`src/rtl/dcss_pkg.sv`:
```
`timescale 1ns / 1ps
// Shared types and constants for the drift correction step scheduler.
// No dependencies; used by the interfaces, controller, datapath and top level.
package dcss_pkg;

    localparam int OpW      = 2;
    localparam int CorrW    = 17;
    localparam int ElapW    = 16;
    localparam int StepW    = 2;
    localparam int PendW    = 32;
    localparam int SettleW  = 24;
    localparam int MaxW     = 16;
    localparam int CfgAddrW = 3;
    localparam int CfgDataW = 32;

    // restoring divider: one quotient bit per cycle over the settle width
    localparam int DivSteps = SettleW;
    localparam int DivCntW  = $clog2(DivSteps);

    localparam logic [SettleW-1:0] SettleReset = 24'd4800;
    localparam logic [MaxW-1:0]    MaxReset    = 16'd480;

    localparam logic signed [StepW-1:0] StepZero = 2'sb00;
    localparam logic signed [StepW-1:0] StepPos  = 2'sb01;
    localparam logic signed [StepW-1:0] StepNeg  = 2'sb11;

    typedef enum logic [OpW-1:0] {
        OP_QUEUE   = 2'd0,
        OP_ADVANCE = 2'd1,
        OP_RESTORE = 2'd2,
        OP_NONE    = 2'd3
    } t_op;

    typedef enum logic {
        REG_SETTLE = 1'b0,
        REG_MAX    = 1'b1
    } t_reg_idx;

    typedef struct packed {
        logic load;
        logic exec;
        logic div_step;
        logic div_finish;
        logic emit;
    } t_cmd;

    typedef struct packed {
        logic need_div;
        logic div_last;
    } t_stat;

endpackage

```
`src/rtl/dcss_ifs.sv`:
```
`timescale 1ns / 1ps
// Valid/ready channel interfaces for the scheduler's item and result beats.
// Depends on dcss_pkg for field widths.
interface dcss_in_if;
    logic                                  valid;
    logic                                  ready;
    logic [dcss_pkg::OpW-1:0]              operation;
    logic signed [dcss_pkg::CorrW-1:0]     correction;
    logic [dcss_pkg::ElapW-1:0]            elapsed_frames;

    modport source (output valid, operation, correction, elapsed_frames, input ready);
    modport sink   (input valid, operation, correction, elapsed_frames, output ready);
endinterface

interface dcss_out_if;
    logic                                  valid;
    logic                                  ready;
    logic signed [dcss_pkg::StepW-1:0]     step;
    logic signed [dcss_pkg::PendW-1:0]     pending_now;

    modport source (output valid, step, pending_now, input ready);
    modport sink   (input valid, step, pending_now, output ready);
endinterface

```
`src/rtl/dcss_ctrl.sv`:
```
`timescale 1ns / 1ps
// Sequencing controller: walks one item via execute, any divide, result.
// Depends on dcss_pkg for the command and status structs.
module dcss_ctrl (
    input  logic             i_clk,
    input  logic             i_rst_n,
    input  logic             i_in_valid,
    output logic             o_in_ready,
    output logic             o_out_valid,
    input  logic             i_out_ready,
    input  dcss_pkg::t_stat  i_stat,
    output dcss_pkg::t_cmd   o_cmd
);

    typedef enum logic [2:0] {
        S_IDLE,
        S_EXEC,
        S_DIV,
        S_FIN,
        S_RESULT
    } t_state;

    t_state r_state, n_state;
    logic   r_out_valid, n_out_valid;
    logic   w_out_free;

    assign w_out_free  = !r_out_valid || i_out_ready;
    assign o_in_ready  = (r_state == S_IDLE);
    assign o_out_valid = r_out_valid;

    always_comb begin
        o_cmd.load       = (r_state == S_IDLE) && i_in_valid;
        o_cmd.exec       = (r_state == S_EXEC);
        o_cmd.div_step   = (r_state == S_DIV);
        o_cmd.div_finish = (r_state == S_FIN);
        o_cmd.emit       = (r_state == S_RESULT) && w_out_free;
    end

    always_comb begin
        n_state = r_state;
        case (r_state)
            S_IDLE: begin
                if (i_in_valid) n_state = S_EXEC;
            end
            S_EXEC: begin
                n_state = i_stat.need_div ? S_DIV : S_RESULT;
            end
            S_DIV: begin
                if (i_stat.div_last) n_state = S_FIN;
            end
            S_FIN: begin
                n_state = S_RESULT;
            end
            S_RESULT: begin
                // hold until the output register frees up
                if (w_out_free) n_state = S_IDLE;
            end
            default: begin
                n_state = S_IDLE;
            end
        endcase
    end

    always_comb begin
        if (o_cmd.emit) begin
            n_out_valid = 1'b1;
        end else if (i_out_ready) begin
            n_out_valid = 1'b0;
        end else begin
            n_out_valid = r_out_valid;
        end
    end

    always_ff @(posedge i_clk) begin
        if (!i_rst_n) begin
            r_state     <= S_IDLE;
            r_out_valid <= 1'b0;
        end else begin
            r_state     <= n_state;
            r_out_valid <= n_out_valid;
        end
    end

endmodule

```
`src/rtl/dcss_dp.sv`:
```
`timescale 1ns / 1ps
// Datapath: config registers, scheduler state, restoring divider, result register.
// Depends on dcss_pkg; driven by dcss_ctrl commands.
module dcss_dp (
    input  logic                                  i_clk,
    input  logic                                  i_rst_n,
    input  dcss_pkg::t_cmd                        i_cmd,
    output dcss_pkg::t_stat                       o_stat,
    input  logic [dcss_pkg::OpW-1:0]              i_operation,
    input  logic signed [dcss_pkg::CorrW-1:0]     i_correction,
    input  logic [dcss_pkg::ElapW-1:0]            i_elapsed_frames,
    input  logic                                  i_cfg_we,
    input  logic                                  i_cfg_sel,
    input  logic [dcss_pkg::CfgDataW-1:0]         i_cfg_wdata,
    output logic [dcss_pkg::CfgDataW-1:0]         o_cfg_rdata,
    output logic signed [dcss_pkg::StepW-1:0]     o_step,
    output logic signed [dcss_pkg::PendW-1:0]     o_pending_now
);

    localparam int SW = dcss_pkg::SettleW;
    localparam int MW = dcss_pkg::MaxW;
    localparam int PW = dcss_pkg::PendW;
    localparam int CW = dcss_pkg::CorrW;
    localparam int EW = dcss_pkg::ElapW;
    localparam int SumW = PW + 2;
    localparam logic [dcss_pkg::DivCntW-1:0] DivLast =
        dcss_pkg::DivCntW'(dcss_pkg::DivSteps - 1);

    // control state
    logic [SW-1:0]            r_settle, n_settle;
    logic [MW-1:0]            r_max, n_max;
    logic [PW-1:0]            r_pending, n_pending;
    logic [SW-1:0]            r_interval, n_interval;
    logic [SW-1:0]            r_countdown, n_countdown;
    logic [dcss_pkg::DivCntW-1:0] r_cnt, n_cnt;

    // payload
    dcss_pkg::t_op            r_op;
    logic signed [CW-1:0]     r_corr;
    logic [EW-1:0]            r_elapsed;
    logic signed [dcss_pkg::StepW-1:0] r_step, n_step;
    logic [MW-1:0]            r_rem, n_rem;
    logic [SW-1:0]            r_quo, n_quo;
    logic [MW-1:0]            r_divisor, n_divisor;
    logic signed [dcss_pkg::StepW-1:0] r_out_step;
    logic [PW-1:0]            r_out_pending;

    // queue path
    logic signed [SumW-1:0]   w_sum, w_lim, w_nlim, w_clamp, w_neg;
    logic [MW-1:0]            w_mag;
    logic                     w_q_active;
    logic [SW-1:0]            w_settle_eff;
    // advance path
    logic                     w_adv_active;
    logic [SW-1:0]            w_elap_ext;
    logic [EW-1:0]            w_over;
    logic [SW-1:0]            w_ivl_eff;
    logic [PW-1:0]            w_pend_step;
    // restore path
    logic [PW-1:0]            w_rest;
    // divider
    logic [MW:0]              w_rem_sh;
    logic                     w_ge;
    logic [MW:0]              w_rem_sub;
    logic [SW-1:0]            w_q_eff;

    assign w_sum = $signed({{2{r_pending[PW-1]}}, r_pending})
                 + $signed({{(SumW-CW){r_corr[CW-1]}}, r_corr});
    assign w_lim  = $signed({{(SumW-MW){1'b0}}, r_max});
    assign w_nlim = -w_lim;

    always_comb begin
        if (w_sum > w_lim) begin
            w_clamp = w_lim;
        end else if (w_sum < w_nlim) begin
            w_clamp = w_nlim;
        end else begin
            w_clamp = w_sum;
        end
    end

    assign w_neg        = -w_clamp;
    assign w_mag        = w_clamp[SumW-1] ? w_neg[MW-1:0] : w_clamp[MW-1:0];
    assign w_q_active   = (r_corr != '0) && (r_max != '0);
    assign w_settle_eff = (r_settle == '0) ? SW'(1) : r_settle;

    assign w_adv_active = (r_pending != '0) && (r_elapsed != '0);
    assign w_elap_ext   = {{(SW-EW){1'b0}}, r_elapsed};
    assign w_over       = r_elapsed - r_countdown[EW-1:0];
    assign w_ivl_eff    = (r_interval == '0) ? SW'(1) : r_interval;
    assign w_pend_step  = r_pending[PW-1] ? r_pending + PW'(1) : r_pending - PW'(1);

    assign w_rest = r_pending + {{(PW-CW){r_corr[CW-1]}}, r_corr};

    assign w_rem_sh  = {r_rem, r_quo[SW-1]};
    assign w_ge      = w_rem_sh >= {1'b0, r_divisor};
    assign w_rem_sub = w_rem_sh - {1'b0, r_divisor};
    assign w_q_eff   = (r_quo == '0) ? SW'(1) : r_quo;

    assign o_stat.need_div = (r_op == dcss_pkg::OP_QUEUE) && w_q_active && (w_mag != '0);
    assign o_stat.div_last = (r_cnt == DivLast);

    assign o_cfg_rdata = (i_cfg_sel == dcss_pkg::REG_MAX)
                       ? {{(dcss_pkg::CfgDataW-MW){1'b0}}, r_max}
                       : {{(dcss_pkg::CfgDataW-SW){1'b0}}, r_settle};

    assign o_step        = r_out_step;
    assign o_pending_now = r_out_pending;

    always_comb begin
        n_settle    = r_settle;
        n_max       = r_max;
        n_pending   = r_pending;
        n_interval  = r_interval;
        n_countdown = r_countdown;
        n_cnt       = r_cnt;
        n_step      = r_step;
        n_rem       = r_rem;
        n_quo       = r_quo;
        n_divisor   = r_divisor;

        if (i_cfg_we) begin
            if (i_cfg_sel == dcss_pkg::REG_MAX) begin
                n_max = i_cfg_wdata[MW-1:0];
            end else begin
                n_settle = i_cfg_wdata[SW-1:0];
            end
        end

        if (i_cmd.exec) begin
            n_step = dcss_pkg::StepZero;
            case (r_op)
                dcss_pkg::OP_QUEUE: begin
                    if (w_q_active) begin
                        n_pending = w_clamp[PW-1:0];
                        if (w_mag == '0) begin
                            n_interval  = '0;
                            n_countdown = '0;
                        end else begin
                            n_rem     = '0;
                            n_quo     = w_settle_eff;
                            n_divisor = w_mag;
                            n_cnt     = '0;
                        end
                    end
                end
                dcss_pkg::OP_ADVANCE: begin
                    if (w_adv_active) begin
                        if (r_countdown > w_elap_ext) begin
                            n_countdown = r_countdown - w_elap_ext;
                        end else begin
                            n_step    = r_pending[PW-1] ? dcss_pkg::StepNeg : dcss_pkg::StepPos;
                            n_pending = w_pend_step;
                            if (w_pend_step == '0) begin
                                n_countdown = '0;
                                n_interval  = '0;
                            end else if (w_ivl_eff > {{(SW-EW){1'b0}}, w_over}) begin
                                // carry the overshoot into the next countdown
                                n_countdown = w_ivl_eff - {{(SW-EW){1'b0}}, w_over};
                            end else begin
                                n_countdown = SW'(1);
                            end
                        end
                    end
                end
                dcss_pkg::OP_RESTORE: begin
                    if (r_corr != '0) begin
                        n_pending   = w_rest;
                        n_countdown = w_ivl_eff;
                    end
                end
                default: begin
                end
            endcase
        end

        if (i_cmd.div_step) begin
            n_rem = w_ge ? w_rem_sub[MW-1:0] : w_rem_sh[MW-1:0];
            n_quo = {r_quo[SW-2:0], w_ge};
            n_cnt = r_cnt + dcss_pkg::DivCntW'(1);
        end

        if (i_cmd.div_finish) begin
            n_interval = w_q_eff;
            // pull the countdown in when it is idle or too long
            if ((r_countdown == '0) || (r_countdown > w_q_eff)) begin
                n_countdown = w_q_eff;
            end
        end
    end

    always_ff @(posedge i_clk) begin
        if (!i_rst_n) begin
            r_settle    <= dcss_pkg::SettleReset;
            r_max       <= dcss_pkg::MaxReset;
            r_pending   <= '0;
            r_interval  <= '0;
            r_countdown <= '0;
            r_cnt       <= '0;
        end else begin
            r_settle    <= n_settle;
            r_max       <= n_max;
            r_pending   <= n_pending;
            r_interval  <= n_interval;
            r_countdown <= n_countdown;
            r_cnt       <= n_cnt;
        end
    end

    always_ff @(posedge i_clk) begin
        if (i_cmd.load) begin
            r_op      <= dcss_pkg::t_op'(i_operation);
            r_corr    <= i_correction;
            r_elapsed <= i_elapsed_frames;
        end
        if (i_cmd.emit) begin
            r_out_step    <= r_step;
            r_out_pending <= r_pending;
        end
        r_step    <= n_step;
        r_rem     <= n_rem;
        r_quo     <= n_quo;
        r_divisor <= n_divisor;
    end

endmodule

```
`src/rtl/drift_correction_step_scheduler_core.sv`:
```
`timescale 1ns / 1ps
// Top level of the drift correction step scheduler: controller plus datapath.
// Depends on dcss_pkg, dcss_ifs, dcss_ctrl and dcss_dp.
//
//  channel   dir  handshake             payload
//  i_item    in   valid / ready         operation, correction, elapsed_frames
//  o_result  out  valid / ready         step, pending_now
//  apb       in   psel, penable, pready pwrite, paddr, pwdata, prdata
//
// A queue item with a nonzero clamped pending count goes through the restoring
// divider (one quotient bit a cycle) before its result; all other items go
// straight from execute to result.
// One result beat per item; the output register lets the next item be taken
// while a result waits. A stalled result holds the item after it at its last
// step. Reset is synchronous and active low.
module drift_correction_step_scheduler_core (
    input  logic                                i_clk,
    input  logic                                i_rst_n,
    dcss_in_if.sink                             i_item,
    dcss_out_if.source                          o_result,
    input  logic                                psel,
    input  logic                                penable,
    input  logic                                pwrite,
    input  logic [dcss_pkg::CfgAddrW-1:0]       paddr,
    input  logic [dcss_pkg::CfgDataW-1:0]       pwdata,
    output logic [dcss_pkg::CfgDataW-1:0]       prdata,
    output logic                                pready
);

    dcss_pkg::t_cmd  w_cmd;
    dcss_pkg::t_stat w_stat;
    logic            w_cfg_we;

    assign pready   = 1'b1;
    assign w_cfg_we = psel && penable && pwrite;

    dcss_ctrl u_ctrl (
        .i_clk       (i_clk),
        .i_rst_n     (i_rst_n),
        .i_in_valid  (i_item.valid),
        .o_in_ready  (i_item.ready),
        .o_out_valid (o_result.valid),
        .i_out_ready (o_result.ready),
        .i_stat      (w_stat),
        .o_cmd       (w_cmd)
    );

    dcss_dp u_dp (
        .i_clk            (i_clk),
        .i_rst_n          (i_rst_n),
        .i_cmd            (w_cmd),
        .o_stat           (w_stat),
        .i_operation      (i_item.operation),
        .i_correction     (i_item.correction),
        .i_elapsed_frames (i_item.elapsed_frames),
        .i_cfg_we         (w_cfg_we),
        .i_cfg_sel        (paddr[2]),
        .i_cfg_wdata      (pwdata),
        .o_cfg_rdata      (prdata),
        .o_step           (o_result.step),
        .o_pending_now    (o_result.pending_now)
    );

endmodule

```
`src/flat_wrapper.sv`:
```
// flat-port wrapper written by rule: the top's interface ports become plain ports
module drift_correction_step_scheduler_core_flat 
  (i_clk, i_rst_n, psel, penable, pwrite, paddr, pwdata, prdata, pready, i_item_valid, i_item_operation, i_item_correction, i_item_elapsed_frames, i_item_ready, o_result_valid, o_result_step, o_result_pending_now, o_result_ready);
  dcss_in_if i_item_i ();
  dcss_out_if o_result_i ();
  input  logic i_clk;
  input  logic i_rst_n;
  input  logic psel;
  input  logic penable;
  input  logic pwrite;
  input  logic [dcss_pkg::CfgAddrW-1:0] paddr;
  input  logic [dcss_pkg::CfgDataW-1:0] pwdata;
  output logic [dcss_pkg::CfgDataW-1:0] prdata;
  output logic pready;
  input wire logic [$bits(i_item_i.valid)-1:0] i_item_valid;
  input wire logic [$bits(i_item_i.operation)-1:0] i_item_operation;
  input wire logic [$bits(i_item_i.correction)-1:0] i_item_correction;
  input wire logic [$bits(i_item_i.elapsed_frames)-1:0] i_item_elapsed_frames;
  output wire logic [$bits(i_item_i.ready)-1:0] i_item_ready;
  output wire logic [$bits(o_result_i.valid)-1:0] o_result_valid;
  output wire logic [$bits(o_result_i.step)-1:0] o_result_step;
  output wire logic [$bits(o_result_i.pending_now)-1:0] o_result_pending_now;
  input wire logic [$bits(o_result_i.ready)-1:0] o_result_ready;
  assign i_item_i.valid = i_item_valid;
  assign i_item_i.operation = i_item_operation;
  assign i_item_i.correction = i_item_correction;
  assign i_item_i.elapsed_frames = i_item_elapsed_frames;
  assign i_item_ready = i_item_i.ready;
  assign o_result_valid = o_result_i.valid;
  assign o_result_step = o_result_i.step;
  assign o_result_pending_now = o_result_i.pending_now;
  assign o_result_i.ready = o_result_ready;
  drift_correction_step_scheduler_core u_core (.i_clk(i_clk), .i_rst_n(i_rst_n), .i_item(i_item_i), .o_result(o_result_i), .psel(psel), .penable(penable), .pwrite(pwrite), .paddr(paddr), .pwdata(pwdata), .prdata(prdata), .pready(pready));
endmodule
```
`config.mk`:
```
export PLATFORM = sky130hd
export DESIGN_NAME = drift_correction_step_scheduler_core_flat
export DESIGN_NICKNAME = d
export VERILOG_FILES = /design/src/rtl/dcss_pkg.sv /design/src/rtl/dcss_ifs.sv /design/src/rtl/dcss_ctrl.sv /design/src/rtl/dcss_dp.sv /design/src/rtl/drift_correction_step_scheduler_core.sv /design/src/flat_wrapper.sv
export SDC_FILE = /design/constraint.sdc
export NUM_CORES = 1
export LEC_CHECK = 0
export BUFFER_PORTS_ARGS = -buffer_cell sky130_fd_sc_hd__buf_4
export CORE_MARGIN = 5
export CORE_UTILIZATION = 46
export CTS_BUF_LIST = sky130_fd_sc_hd__clkbuf_16
export DETAILED_ROUTE_END_ITERATION = 6
export GPL_ROUTABILITY_DRIVEN = 0
export PLACE_DENSITY_LB_ADDON = 0.08
export SLEW_MARGIN = 40
export SYNTH_ARGS = -nofsm -noshare
export SYNTH_HDL_FRONTEND = slang
export SYNTH_SLANG_ARGS = --single-unit
export TNS_END_PERCENT = 5
```
`constraint.sdc`:
```
create_clock -name i_clk -period 11.1 [get_ports i_clk]
set_clock_uncertainty 0.15 [all_clocks]
set_input_delay 1.11 -clock i_clk [delete_from_list [all_inputs] [get_ports i_clk]]
set_output_delay 1.11 -clock i_clk [all_outputs]
set_load 0.01 [all_outputs]
```
==> results.py <==
metrics = {
    "sta": {
        "holdWs_ps": 272,
        "relSlewSlack": 0.427,
        "worst_slew_pin_slew_ps": 854,
        "rsz0062_at_grt": "false",
        "maxSlewViolCount": 0,
        "fin_crit_sh": 0.799,
        "hold_viol": 0,
        "tns_ps": 0,
        "clock.fmax_ghz": 0.113,
        "fin_crit_ps": 8870,
        "setup_viol": 0,
        "setup_slack_ps": 2230,
    },
    "clock_tree": {
        "ctsResizeCount": 0,
        "root_buffer": "clkbuf_16",
        "cts_made_buffers": 31,
        "insertion_delay_ps": 590,
        "cts.reportedPaths.clkPinSlew_ps": 60,
        "clockBufferDepth": 3,
        "ctsHoldBuffers": 0,
        "postCtsSetupRepairBufs": 0,
        "cts_tree": "yes",
        "cts_sinks": 256,
        "cts_max_level": 1,
    },
    "synth": {
        "synth_top_area_share": 0.178,
        "synth_seq_area_share": 0.298,
        "synth-async-reset-ratio": 0,
        "syn_area_per_cell_um2": 8.21,
        "synth_ff_type": "dfxtp_1",
        "ys_top_cells_by_count": "281 x nand2_1, 230 x a21oi_1, 206 x ha_1",
        "synth_cell_types": 104,
        "synth_edf_count": 127,
        "syn_area_um2": 21400,
        "syn_inst": 2611,
        "synthTopCellsByArea": "edfxtp_1 18%, dfxtp_1 12%, ha_1 12%, a21oi_1 5.4%, nand2_1 4.9%",
        "yosys.area.top_type": "edfxtp_1",
        "yosysWarnings": 0,
        "ys_ff_latch": 256,
        "synth_most_common_cell": "nand2_1",
    },
    "route": {
        "detail_route.iter0.violations": 1834,
        "dr.pass1.iters": 6,
        "wl_per_cell_um": 21.8,
        "routed_wl_um": 71900,
        "drc": 0,
        "viasPerCell": 6.17,
        "num_vias": 20400,
        "antenna_left": 0,
    },
    "power_and_ir_drop": {
        "powerDensity_nw_per_um2": 129,
        "p_leak_nw": 9.78,
        "power_mw": 3.06,
        "vdd_drop_max_uv": 116,
    },
    "setup_path": {
        "startpoint_type": "register",
        "required_ps": 11170,
        "cp-endpoint": "u_core.u_dp.r_rem[9]",
        "worst_ep_arrival_time_ps": 8940,
        "crit_path_max_fanout": 40,
        "endpoint_kind": "register",
        "rr_startpoint": "u_core.u_dp.r_corr[16]",
        "rr_worst_depth": 26,
        "reg2reg_slack_ps": 2230,
        "r2r-end": "u_core.u_dp.r_rem[9]",
        "critPathLaunch": "u_core.u_dp.r_corr[16]",
        "path_class": "register to register",
    },
    "cells_and_area": {
        "drive_gt1_frac": 0.112,
        "antennaDiodeCount": 0,
        "fillers": 4391,
        "regArea_um2": 6400,
        "multi_input_area_um2": 13900,
        "final_nets": 2954,
        "areaGrowthSynthToFinish_pct": 11.1,
    },
    "global_routing": {
        "gr-usage-met2": 0.395,
        "grtUsageMet1": 0.405,
        "grt_pass1_vias": 19100,
        "grt_max_degree": 68,
        "grt_pass1_wl_um": 110000,
        "gr-max-usage-layer": "met1",
        "grt_util_met3": 0.0617,
        "grt_usage": 0.271,
        "antenna_found_initial": 1,
        "grt_remaining_overflow": 0,
    },
    "run_status": {
        "status": "finished, final reports clean",
    },
    "die": {
        "die_area_um2": 51000,
        "core_um2": 46400,
        "die_h_um": 226,
        "ios": 146,
        "rows": 79,
        "dieWidth_um": 226,
        "initial_core_util": 0.462,
    },
    "min_path": {
        "hp-class": "register to register",
    },
    "job": {
        "cap_viol_max_count": 0,
    },
    "placed_design": {
        "hpwl_um": 55800,
        "pre_cts_slack_ps": 2290,
        "numPortBuffers": 126,
    },
}
## worst min-delay path by stage
stage                     slack (ps)                     to  cells past startpoint                   from
after CTS                        270  u_core.u_dp.o_step[1]                      0  u_core.u_dp.r_step[1]
after floorplan                  250  u_core.u_dp.o_step[0]                      0  u_core.u_dp.r_step[0]
final                            270  u_core.u_dp.o_step[1]                      0  u_core.u_dp.r_step[1]
after global routing             280  u_core.u_dp.o_step[1]                      0  u_core.u_dp.r_step[1]
after global placement           260  u_core.u_dp.o_step[0]                      0  u_core.u_dp.r_step[0]
after detailed placement         260  u_core.u_dp.o_step[0]                      0  u_core.u_dp.r_step[0]
## routing by layer
layer | wire (µm) | part of all wire
met5 | 84 | 0.0012
met4 | 1800 | 0.025
met3 | 7200 | 0.10
met2 | 29800 | 0.41
met1 | 33000 | 0.46
## state kept, by name, indices dropped and copies added, names as in the netlist
register / cells
u_core.u_dp.r_step: 2
u_core.u_dp.r_corr: 17
u_core.u_dp.o_step: 2
u_core.u_dp.r_interval: 24
u_core.u_dp.o_pending_now: 32
u_core.u_ctrl.r_state: 3
u_core.u_dp.r_settle: 24
u_core.u_dp.r_countdown: 24
u_core.u_dp.r_rem: 16
u_core.u_dp.r_op: 2
u_core.u_dp.r_divisor: 16
u_core.u_dp.r_quo: 24
u_core.u_dp.r_elapsed: 16
u_core.u_dp.r_cnt: 5
u_core.u_ctrl.o_out_valid: 1
u_core.u_dp.r_pending: 32
u_core.u_dp.r_max: 16
## layout by cell type, fill, tap and decap left out, types with 53 or more instances in the layout
cell type | synthesis | routed
nand3_1 | 69 | 69
o21ai_0 | 190 | 189
dfxtp_1 | 129 | 129
nand2_1 | 281 | 280
xnor2_1 | 74 | 72
a21oi_1 | 230 | 229
inv_1 | 173 | 174
edfxtp_1 | 127 | 127
ha_1 | 206 | 206
nor4_1 | 54 | 53
buf_4 | 11 | 147
nor2_1 | 176 | 176
## cells by family (layout without fill, tap and decap cells)
kind of cell	count (synthesis)	in the layout	synth area share
DFF	256	256	0.298
and+or+nand+nor	863	863	0.199
other	2	9	0.000350
AOI/OAI and AO/OA	809	809	0.248
muxes	50	50	0.0253
xor gates and xnor gates	108	108	0.0445
buffers and inverters	311	383	0.0582
adders and majority gates	212	212	0.126
## cell type report
type / count / area share
Clock buffer: 31 / 0.0326
Clock inverter: 27 / 0.00767
Inverter: 177 / 0.0282
Multi-Input combinational cell: 2051 / 0.584
Sequential cell: 256 / 0.269
Tap cell: 607 / 0.0319
Timing Repair Buffer: 148 / 0.0470
## power by group
part	leakage [nW]	internal, mW	switching (mW)
logic	7.09	0.370	0.645
registers	2.23	1.03	0.0523
clock network	0.463	0.534	0.428
total	9.78	1.94	1.12
## worst max-delay path: stages, from the launching register on
cell,delay (ps)
edfxtp_1,690
ha_1,620
nand4_1,210
nor2_1,190
a221oi_1,140
a41o_1,320
nand3b_1,160
o21ai_0,590
inv_1,210
ha_1,400
and4_1,260
nand3_1,90
o211ai_1,170
a21oi_1,100
xor2_1,160
a31oi_1,550
and2_1,620
buf_4,370
nor3_1,90
a31oi_1,440
o41ai_2,150
xnor2_1,330
nor4_4,130
a31oi_4,560
nor2_2,200
inv_1,100
buf_4,450
## through the flow
| step | area [µm²] | util | instances |
|---|---|---|---|
| 2_1_floorplan | 21500 | - | 2618 |
| 3_3_place_gp | 22800 | 0.491 | 3238 |
| 3_5_place_dp | 22800 | 0.492 | 3239 |
| 4_1_cts | 23800 | 0.513 | 3297 |
| 5_1_grt | 23800 | 0.513 | 3297 |
| 6_report | 23800 | 0.513 | 3297 |
No activity file was read; power rests on OpenSTA's default activity.
